**src/hw/rtl/chg_pkg.sv**
```systemverilog
// Shared constants for the greedy change dispenser: denominations and field widths.
`timescale 1ns / 1ps
`default_nettype none

package chg_pkg;

	localparam int unsigned NUM_DENOMS      = 10;
	localparam int unsigned AMOUNT_BITS_DEF = 16;
	localparam int unsigned COUNT_BITS_DEF  = 8;

	localparam int unsigned USED_1000_W = 7;
	localparam int unsigned USED_W      = 8;

	// largest first
	localparam int unsigned DENOMS [NUM_DENOMS] = '{
		1000, 500, 200, 100, 50, 20, 10, 5, 2, 1
	};

endpackage

`default_nettype wire

```
**src/hw/rtl/greedy_change_dispenser.sv**
```systemverilog
// Top level of the greedy change dispenser: ten denomination stages in a chain.
//
//  channel | beat signals            | payload
//  --------+-------------------------+------------------------------------------
//  in      | in_valid / in_ready     | amount, avail_1000 .. avail_1
//  out     | out_valid / out_ready   | used_1000 .. used_1, exact_ok
//
// One beat per cycle sustained while out is not stalled; two register levels per
// denomination (reciprocal multiply, then clamp to supply and subtract).
// Reset clears only the valid bits; payload registers are not reset.
// A stall on out propagates back stage by stage; empty stages keep filling,
// so no beat is dropped or duplicated.
`timescale 1ns / 1ps
`default_nettype none

module greedy_change_dispenser import chg_pkg::*; #(
	parameter int unsigned AMOUNT_BITS = AMOUNT_BITS_DEF,
	parameter int unsigned COUNT_BITS  = COUNT_BITS_DEF
) (
	input  wire logic                    clk,
	input  wire logic                    arst_n,
	input  wire logic                    in_valid,
	output logic                         in_ready,
	input  wire logic [AMOUNT_BITS-1:0]  amount,
	input  wire logic [COUNT_BITS-1:0]   avail_1000,
	input  wire logic [COUNT_BITS-1:0]   avail_500,
	input  wire logic [COUNT_BITS-1:0]   avail_200,
	input  wire logic [COUNT_BITS-1:0]   avail_100,
	input  wire logic [COUNT_BITS-1:0]   avail_50,
	input  wire logic [COUNT_BITS-1:0]   avail_20,
	input  wire logic [COUNT_BITS-1:0]   avail_10,
	input  wire logic [COUNT_BITS-1:0]   avail_5,
	input  wire logic [COUNT_BITS-1:0]   avail_2,
	input  wire logic [COUNT_BITS-1:0]   avail_1,
	output logic                         out_valid,
	input  wire logic                    out_ready,
	output logic [USED_1000_W-1:0]       used_1000,
	output logic [USED_W-1:0]            used_500,
	output logic [USED_W-1:0]            used_200,
	output logic [USED_W-1:0]            used_100,
	output logic [USED_W-1:0]            used_50,
	output logic [USED_W-1:0]            used_20,
	output logic [USED_W-1:0]            used_10,
	output logic [USED_W-1:0]            used_5,
	output logic [USED_W-1:0]            used_2,
	output logic [USED_W-1:0]            used_1,
	output logic                         exact_ok
);

	logic                                   valid [NUM_DENOMS+1];
	logic                                   ready [NUM_DENOMS+1];
	logic [AMOUNT_BITS-1:0]                 left  [NUM_DENOMS+1];
	logic [NUM_DENOMS-1:0][COUNT_BITS-1:0]  avail [NUM_DENOMS+1];
	logic [NUM_DENOMS-1:0][COUNT_BITS-1:0]  used  [NUM_DENOMS+1];

	assign valid[0] = in_valid;
	assign in_ready = ready[0];
	assign left[0]  = amount;
	assign avail[0] = {avail_1, avail_2, avail_5, avail_10, avail_20,
	                   avail_50, avail_100, avail_200, avail_500, avail_1000};
	assign used[0]  = '0;

	for (genvar k = 0; k < NUM_DENOMS; k++) begin : g_denom
		// packed index 0 holds the largest denomination
		chg_stage #(
			.AMOUNT_BITS (AMOUNT_BITS),
			.COUNT_BITS  (COUNT_BITS),
			.IDX         (k)
		) u_stage (
			.clk       (clk),
			.arst_n    (arst_n),
			.in_valid  (valid[k]),
			.in_ready  (ready[k]),
			.in_left   (left[k]),
			.in_avail  (avail[k]),
			.in_used   (used[k]),
			.out_valid (valid[k+1]),
			.out_ready (ready[k+1]),
			.out_left  (left[k+1]),
			.out_used  (used[k+1]),
			.out_avail (avail[k+1])
		);
	end

	assign out_valid         = valid[NUM_DENOMS];
	assign ready[NUM_DENOMS] = out_ready;

	// stage k reads packed slot k of a vector whose slot 0 sits at the low end,
	// i.e. slot k carries the denomination listed k-th from the top
	logic [NUM_DENOMS-1:0][COUNT_BITS-1:0] used_fin;

	assign used_fin = used[NUM_DENOMS];

	assign used_1000 = USED_1000_W'(used_fin[0]);
	assign used_500  = USED_W'(used_fin[1]);
	assign used_200  = USED_W'(used_fin[2]);
	assign used_100  = USED_W'(used_fin[3]);
	assign used_50   = USED_W'(used_fin[4]);
	assign used_20   = USED_W'(used_fin[5]);
	assign used_10   = USED_W'(used_fin[6]);
	assign used_5    = USED_W'(used_fin[7]);
	assign used_2    = USED_W'(used_fin[8]);
	assign used_1    = USED_W'(used_fin[9]);
	assign exact_ok  = (left[NUM_DENOMS] == '0);

`ifndef ASSERT_OFF
	// back-pressure only originates at the output
	a_stall_src: assert property (@(posedge clk) disable iff (!arst_n)
		!in_ready |-> (out_valid && !out_ready))
		else $error("input stalled without output stall");

	// a beat held between the first two stages is not lost or altered
	a_link_hold: assert property (@(posedge clk) disable iff (!arst_n)
		(valid[1] && !ready[1]) |=> (valid[1] && $stable(left[1])))
		else $error("beat lost between denomination stages");

	// a stalled result beat stays put
	a_out_hold: assert property (@(posedge clk) disable iff (!arst_n)
		(out_valid && !out_ready) |=>
			(out_valid && $stable(exact_ok) && $stable(used_1000) && $stable(used_1)))
		else $error("result beat changed while stalled");
`endif

endmodule

`default_nettype wire

```
**src/hw/rtl/chg_stage.sv**
```systemverilog
// One denomination of the dispenser: reciprocal divide, then clamp to supply and subtract.
`timescale 1ns / 1ps
`default_nettype none

module chg_stage import chg_pkg::*; #(
	parameter int unsigned AMOUNT_BITS = AMOUNT_BITS_DEF,
	parameter int unsigned COUNT_BITS  = COUNT_BITS_DEF,
	parameter int unsigned IDX         = 0
) (
	input  wire logic                                   clk,
	input  wire logic                                   arst_n,
	input  wire logic                                   in_valid,
	output logic                                        in_ready,
	input  wire logic [AMOUNT_BITS-1:0]                 in_left,
	input  wire logic [NUM_DENOMS-1:0][COUNT_BITS-1:0]  in_avail,
	input  wire logic [NUM_DENOMS-1:0][COUNT_BITS-1:0]  in_used,
	output logic                                        out_valid,
	input  wire logic                                   out_ready,
	output logic [AMOUNT_BITS-1:0]                      out_left,
	output logic [NUM_DENOMS-1:0][COUNT_BITS-1:0]       out_used,
	output logic [NUM_DENOMS-1:0][COUNT_BITS-1:0]       out_avail
);

	localparam longint unsigned DEN    = longint'(DENOMS[IDX]);
	localparam int unsigned     LOG_D  = $clog2(DEN);
	localparam int unsigned     SHIFT  = AMOUNT_BITS + LOG_D;
	localparam longint unsigned RECIP  = ((64'd1 << SHIFT) + DEN - 64'd1) / DEN;
	localparam int unsigned     PROD_W = 2 * AMOUNT_BITS + 1;
	localparam int unsigned     CMP_W  = (AMOUNT_BITS > COUNT_BITS) ? AMOUNT_BITS : COUNT_BITS;

	logic                                   valid_s1, valid_s2;
	logic                                   ready_s1, ready_s2;
	logic [AMOUNT_BITS-1:0]                 fit;
	logic [AMOUNT_BITS-1:0]                 left_s1, fit_s1, left_s2;
	logic [NUM_DENOMS-1:0][COUNT_BITS-1:0]  avail_s1, used_s1, avail_s2, used_s2;
	logic [COUNT_BITS-1:0]                  have, take;
	logic [AMOUNT_BITS-1:0]                 left_nxt;
	logic [NUM_DENOMS-1:0][COUNT_BITS-1:0]  used_nxt;

	assign ready_s2 = !valid_s2 || out_ready;
	assign ready_s1 = !valid_s1 || ready_s2;
	assign in_ready = ready_s1;

	// floor(left / DEN) by multiply with rounded-up reciprocal
	if (DEN == 64'd1) begin : g_unit
		assign fit = in_left;
	end else begin : g_recip
		logic [PROD_W-1:0] prod;
		assign prod = PROD_W'(in_left) * PROD_W'(RECIP);
		assign fit  = AMOUNT_BITS'(prod >> SHIFT);
	end

	always_ff @(posedge clk or negedge arst_n) begin
		if (!arst_n) begin
			valid_s1 <= 1'b0;
		end else if (ready_s1) begin
			valid_s1 <= in_valid;
		end
	end

	always_ff @(posedge clk) begin
		if (in_valid && ready_s1) begin
			left_s1  <= in_left;
			fit_s1   <= fit;
			avail_s1 <= in_avail;
			used_s1  <= in_used;
		end
	end

	always_comb begin
		have = avail_s1[IDX];
		take = (CMP_W'(fit_s1) < CMP_W'(have)) ? COUNT_BITS'(fit_s1) : have;
		// take * DEN never exceeds left, so N-bit arithmetic is exact
		left_nxt = left_s1 - AMOUNT_BITS'(AMOUNT_BITS'(take) * AMOUNT_BITS'(DEN));
		used_nxt = used_s1;
		used_nxt[IDX] = take;
	end

	always_ff @(posedge clk or negedge arst_n) begin
		if (!arst_n) begin
			valid_s2 <= 1'b0;
		end else if (ready_s2) begin
			valid_s2 <= valid_s1;
		end
	end

	always_ff @(posedge clk) begin
		if (valid_s1 && ready_s2) begin
			left_s2  <= left_nxt;
			avail_s2 <= avail_s1;
			used_s2  <= used_nxt;
		end
	end

	assign out_valid = valid_s2;
	assign out_left  = left_s2;
	assign out_used  = used_s2;
	assign out_avail = avail_s2;

endmodule

`default_nettype wire
```
**config.mk**
```make
export PLATFORM = sky130hd
export DESIGN_NAME = greedy_change_dispenser
export DESIGN_NICKNAME = d
export VERILOG_FILES = /design/src/hw/rtl/chg_pkg.sv /design/src/hw/rtl/greedy_change_dispenser.sv /design/src/hw/rtl/chg_stage.sv
export SDC_FILE = /design/constraint.sdc
export NUM_CORES = 2
export LEC_CHECK = 0
export BUFFER_PORTS_ARGS = -buffer_cell sky130_fd_sc_hd__buf_2
export CELL_PAD_IN_SITES_DETAIL_PLACEMENT = 1
export CELL_PAD_IN_SITES_GLOBAL_PLACEMENT = 1
export CORE_MARGIN = 2
export CORE_UTILIZATION = 40
export CTS_BUF_LIST = sky130_fd_sc_hd__clkbuf_16
export CTS_CLUSTER_SIZE = 10
export DETAILED_ROUTE_END_ITERATION = 16
export MAX_ROUTING_LAYER = met4
export PLACE_DENSITY_LB_ADDON = 0.12
export SLEW_MARGIN = 20
export SYNTH_ARGS = -nofsm -noshare
export SYNTH_HDL_FRONTEND = slang
export SYNTH_SLANG_ARGS = --single-unit
```
**constraint.sdc**
```tcl
create_clock -name clk -period 13.1 [get_ports clk]
set_input_delay 1.965 -clock clk [delete_from_list [all_inputs] [get_ports clk]]
set_output_delay 1.965 -clock clk [all_outputs]
set_load 0.01 [all_outputs]
```
-- Yosys cells after proc, flatten, opt, wreduce, memory -nomap -nowiden
Index checks and enable logic that the tools add are counted.
- output and inout bits: 82
- bits in registers: 2020
- logic and storage cells: 356
- bits of input ports: 100
- $mul: 16
- multiplexer cells: 10
- $lt $le $gt $ge: 10
- reduce and logical (&&, ||, !) cells: 61
- add/sub/neg operators: 10
- operator list (operator ; count):
    $mul 16x17->33 const B ; 5
    $mul 16x16->32 const B ; 3
    $mux 8 ; 10
    $sub 16x16->16 ; 3
    $mul 8x5->13 const B ; 3
    $mul 8x3->11 const B ; 3
    $logic_and 1x1->1 ; 20
    $logic_not 1->1 ; 20
    $logic_or 1x1->1 ; 20
    $logic_not 16->1 ; 1
    $lt 16x8->1 ; 1
    $sub 16x11->16 ; 1
    $sub 16x12->16 ; 1
    $sub 16x13->16 ; 1
    $sub 16x14->16 ; 1
    $sub 16x15->16 ; 1
    $sub 16x8->16 ; 1
    $sub 16x9->16 ; 1
    $lt 15x8->1 ; 1
    $lt 14x8->1 ; 1
    $mul 8x7->14 const B ; 1
    $lt 13x8->1 ; 1
    $mul 8x7->13 const B ; 1
    $lt 12x8->1 ; 1
    5 further kinds ; 5

-- Logic depth before layout (Yosys ltp)
- depth after elaboration: 22
- depth in mapped cells: 33

-- Modules after synthesis
A second synthesis with hierarchy kept.
- cells, all modules: 8826
- area, all modules: 154849.8 um2
- by module, submodules not included (module ; cells each ; times used ; sequential area each (um2) ; area an instance (um2)):
    chg_stage (g_denom[4].u_stage) ; 1038 ; 1 ; 10710.3 ; 17170.2
    chg_stage (g_denom[3].u_stage) ; 1018 ; 1 ; 10680.2 ; 17005.1
    chg_stage (g_denom[2].u_stage) ; 999 ; 1 ; 10650.2 ; 16821.1
    chg_stage (g_denom[6].u_stage) ; 996 ; 1 ; 10770.3 ; 16532.1
    chg_stage (g_denom[7].u_stage) ; 967 ; 1 ; 10800.4 ; 16427.0
    chg_stage (g_denom[1].u_stage) ; 953 ; 1 ; 10620.2 ; 16161.8
    chg_stage (g_denom[5].u_stage) ; 935 ; 1 ; 10740.3 ; 16134.2
    chg_stage (g_denom[0].u_stage) ; 879 ; 1 ; 10590.2 ; 15541.2
    chg_stage (g_denom[9].u_stage) ; 526 ; 1 ; 10380.0 ; 11548.6
    chg_stage (g_denom[8].u_stage) ; 509 ; 1 ; 10380.0 ; 11471.0
    greedy_change_dispenser ; 6 ; 1 ; 0.0 ; 37.5

-- Least setup slack after synthesis
OpenSTA, ideal clock, no wires.
- path kind: in2reg
- start point: input out_ready
- end point: register g_denom[3].u_stage.avail_s2 (netlist bit g_denom[3].u_stage.out_avail[32]), enable pin
- stages: 5
- data arrival time: 9.298 ns
- path buffers: 0
- setup slack: 3.107 ns
- path through: nand4b_1 -> nor2_1 -> nand3_1 -> nor2_1 -> a21boi_0
- word-level cells in the longest chain between the ends: 14
- ends and longest elaborated chain (element ; RTL line ; text):
    start: declaration ; greedy_change_dispenser.sv:36 ; input wire logic out_ready,
    $logic_or 1x1->1 ; chg_stage.sv:40 ; assign ready_s2 = !valid_s2 || out_ready;
    $logic_or 1x1->1 ; chg_stage.sv:41 ; assign ready_s1 = !valid_s1 || ready_s2;
    $logic_or 1x1->1 ; chg_stage.sv:40 ;
    $logic_or 1x1->1 ; chg_stage.sv:41 ;
    $logic_or 1x1->1 ; chg_stage.sv:40 ;
    $logic_or 1x1->1 ; chg_stage.sv:41 ;
    $logic_or 1x1->1 ; chg_stage.sv:40 ;
    $logic_or 1x1->1 ; chg_stage.sv:41 ;
    $logic_or 1x1->1 ; chg_stage.sv:40 ;
    $logic_or 1x1->1 ; chg_stage.sv:41 ;
    $logic_or 1x1->1 ; chg_stage.sv:40 ;
    $logic_or 1x1->1 ; chg_stage.sv:41 ;
    $logic_or 1x1->1 ; chg_stage.sv:40 ;
    $logic_and 1x1->1 ; chg_stage.sv:88 ; if (valid_s1 && ready_s2) begin
    end signal: assignment ; chg_stage.sv:90 ; avail_s2 <= avail_s1;
    end: declaration ; chg_stage.sv:35 ; logic [NUM_DENOMS-1:0][COUNT_BITS-1:0] avail_s1, used_s1, avail_s2, used_s2;
Every way passes these cells.
A chain may end at the register's enable or synchronous reset.

-- Final worst setup path
- start point: register g_denom[1].u_stage.fit_s1[1]
- end point: register g_denom[1].u_stage.left_s2[15], data pin
- word-level cells in the longest chain between the ends: 4
- ends and longest elaborated chain (element ; RTL line ; text):
    start: declaration ; chg_stage.sv:34 ; logic [AMOUNT_BITS-1:0] left_s1, fit_s1, left_s2;
    start signal: assignment ; chg_stage.sv:64 ; fit_s1 <= fit;
    $lt 8x8->1 ; chg_stage.sv:72 ; take = (CMP_W'(fit_s1) < CMP_W'(have)) ? COUNT_BITS'(fit_s1) : have;
    $mux 8 ; chg_stage.sv:72 ;
    net g_denom[1].u_stage.take[0] ; chg_stage.sv:36 ; logic [COUNT_BITS-1:0] have, take;
    $mul 8x7->14 ; chg_stage.sv:74 ; left_nxt = left_s1 - AMOUNT_BITS'(AMOUNT_BITS'(take) * AMOUNT_BITS'(DEN));
    $sub 16x16->16 ; chg_stage.sv:74 ;
    net g_denom[1].u_stage.left_nxt[15] ; chg_stage.sv:37 ; logic [AMOUNT_BITS-1:0] left_nxt;
    end signal: assignment ; chg_stage.sv:89 ; left_s2 <= left_nxt;
    end: declaration ; chg_stage.sv:34 ;
The timed path passes the listed nets, and every way through them passes these cells.

==> impl_metrics.toml <==
[placed_design]
placed_area_sq_mm = 0.112
io_buffers = 181
hpwl_microns = 163000
placed_cells = 10800
gp_congestion = 0.840

[drt]
drt_wl_total_microns = 213000
viasPerCell = 4.75
vias = 52800
detail-route-antenna-nets = 0
drc_errors = 0
drt_iter0_drc = 2055
wl_per_cell_microns = 19.2
dr.pass1.iters = 5

[die]
dieHeight_microns = 520
die_w_microns = 520
dieArea_sq_mm = 0.270
row_count = 189
io_pins = 182
start_util_pct = 40.2
core_area_sq_mm = 0.265

[critical_path]
end_kind = "flop"
max_stage_delay_ps = 750
crit_type = "flop to flop"
worstPathArrival_ps = 8490
cp-start-kind = "flop"
cpMaxStageDelayCell = "a21oi_2"
crit_required_ps = 13670
cp_num_buf_inv = 3
critPathMaxFanout = 24
cp_top_family = "compound AO/OA/AOI/OAI gates"

[logic_synthesis]
synthTopCellsByCount = "edfxtp_1 (1985), ha_1 (1415), inv_1 (1383), fa_1 (681), nor2_1 (195)"
syn_area_sq_mm = 0.106
synth_ff_type = "edfxtp_1"
synth-async-reset-ratio_pct = 0.998
synth_top_area_cell = "edfxtp_1"
synth_edf_count = 1985
ys_top_cells_by_area = "edfxtp_1 (56%), ha_1 (17%), fa_1 (13%), inv_1 (4.9%), xnor2_1 (1.2%)"
synth_top_area_share_pct = 56.0
avgSynthCellArea_sq_um = 15.1
yosys_warnings = 0
synth.most_common_cell = "edfxtp_1"
synth_cell_types = 66
ys_ff_latch = 2005
synth_cells = 7023
seq_area_frac_synth_pct = 56.5

[grt]
grt_max_degree = 63
grtUsageMet1_pct = 21.5
antenna_found_initial = 10
met3_usage_pct = 2.04
grt_pass1_vias = 59500
grt-ovfl-total = 0
busiest_layer = "met2"
grt_pass1_wl_microns = 339000
met2_usage_pct = 28.2
grt_usage_pct = 16.7

[cts]
clk_pin_slew_ps = 60
post-cts-setup-buffers = 0
cts_resized = 0
clockBufferDepth = 4
cts_tree = "yes"
h-tree-depth = 4
clock_latency_ps = 910
root_buffer = "clkbuf_16"
cts_hold_buf = 0
cts.sinks = 2005
numCtsBuffers = 238

[timing]
slew_violations = 0
min_period_ps = 7920
hold_viol = 0
rsz0062_at_grt = "false"
post-route-period-util_pct = 60.5
fmax_ghz = 0.126
tightestPinTransition_ps = 1060
finalSetupViolations = 0
clock-skew-final_ps = 114
max_slew_margin_pct = 29.6
fin_setup_tns_ps = 0

[outcome]
status = "finished, final reports clean"

[layout]
final_util_pct = 44.8
drive_above_1_share_pct = 7.76
final_nets = 9670
num-fill-cells = 26200
layout-area-overhead-vs-synth_pct = 11.6
stdcell_count = 11100
postLayoutCellArea_sq_mm = 0.119

[flow_run]
drv_cap = 0

[hold_path]
min_path_type = "flop to flop"
registers in the layout (all words and copies together) (netlist names):
name and cells:
g_denom.u_stage.fit_s1 100, g_denom.u_stage.used_nxt 351, g_denom.u_stage.left_s1 144, g_denom.u_stage.out_avail 360
g_denom.u_stage.out_used 430, g_denom.u_stage.out_valid 10, g_denom.u_stage.valid_s1 10, g_denom.u_stage.have 80
g_denom.u_stage.out_left 160, g_denom.u_stage.avail_s1 360
per-stage QoR:
stage                     hold WS, ps  worst slack [ps]
final                             319              5180
after global routing              312              4610
after CTS                         315              5130
after detailed placement          405              5200
after global placement            400              5150
after floorplan                   400              3110
worst reg2reg max path, delay by kind of cell, from the launching register on:
family,cells,cell delay (ps)
compound gates,12,3060
xor+xnor,3,450
fa+ha+maj,8,2920
buf+inv,3,160
flops,1,430
mux,1,460
simple gates,2,170
cells in the final DEF (no fill, tap or decap), types with 23 or more instances in the layout:
master,Yosys,final
edfxtp_1,1985,1985
inv_1,1383,1436
ha_1,1415,1415
fa_1,681,681
clkbuf_16,0,240
nor2_1,195,192
buf_2,6,181
a21oi_1,153,151
o21ai_0,150,150
xnor2_1,144,144
nand2_1,127,127
a21o_1,112,112
xor2_1,75,75
nor2b_1,55,51
mux2_2,50,50
nor3_1,49,49
nand2b_1,48,48
buf_4,0,39
mux2i_1,38,38
a21boi_0,36,35
nand3_1,31,31
nand4_1,26,26
o21bai_1,24,24
o21a_1,23,23
cell type report:
class / instances / area [sq um] / area share (%)
inverter: 1383 / 5190 / 4.37
multi-input combinational: 3626 / 41200 / 34.7
timing repair buffer: 220 / 1200 / 1.01
sequential: 2005 / 60100 / 50.6
antenna: 4 / 10.0 / 0.00843
tap: 3533 / 4420 / 3.72
clock inverter: 91 / 638 / 0.537
clock buffer: 240 / 6010 / 5.06
logic make-up after synthesis:
logic type / count (synthesis) / share of synthesized area [%]
AO/OA/AOI/OAI: 595 / 3.58
AND/OR/NAND/NOR: 622 / 2.83
adder cells (fa/ha/maj): 2096 / 29.5
other: 2 / 0.00706
multiplexers: 89 / 0.901
buffers and inverters: 1395 / 4.93
flip-flops: 2005 / 56.5
XOR/XNOR: 219 / 1.80
path summary, 6_finish.rpt:
| kind | from | end | slack, ps | cells after the start |
|---|---|---|---|---|
| max | g_denom[1].u_stage.fit_s1[1]$_DFFE_PP_ | g_denom[1].u_stage.out_left[15]$_DFFE_PP_ | 5180 | 29 |
| min | g_denom[3].u_stage.out_used[6]$_DFFE_PP_ | g_denom[4].u_stage.used_nxt[6]$_DFFE_PP_ | 320 | 0 |
| max reg2reg | g_denom[1].u_stage.fit_s1[1]$_DFFE_PP_ | g_denom[1].u_stage.out_left[15]$_DFFE_PP_ | 5180 | 29 |
| min reg2reg | g_denom[3].u_stage.out_used[6]$_DFFE_PP_ | g_denom[4].u_stage.used_nxt[6]$_DFFE_PP_ | 320 | 0 |
| max in group asynchronous | arst_n | g_denom[9].u_stage.out_valid$_DFFE_PN0P_ | 11740 | 1 |
| min in group asynchronous | arst_n | g_denom[7].u_stage.valid_s1$_DFFE_PN0P_ | 1000 | 1 |
per-layer routing:
layer  routed length, microns  vias up  part of all wire [%]
met4                     4450        0                   2.1
met1                    97200    26700                    46
li1                         -    25200                     -
met5                        0        -                     0
met3                     6350      283                   3.0
met2                   105000      594                    49
Power is left out: the tool's default activity adds up to more than one toggle a clock period on the data nets, which glitch-free logic cannot reach.
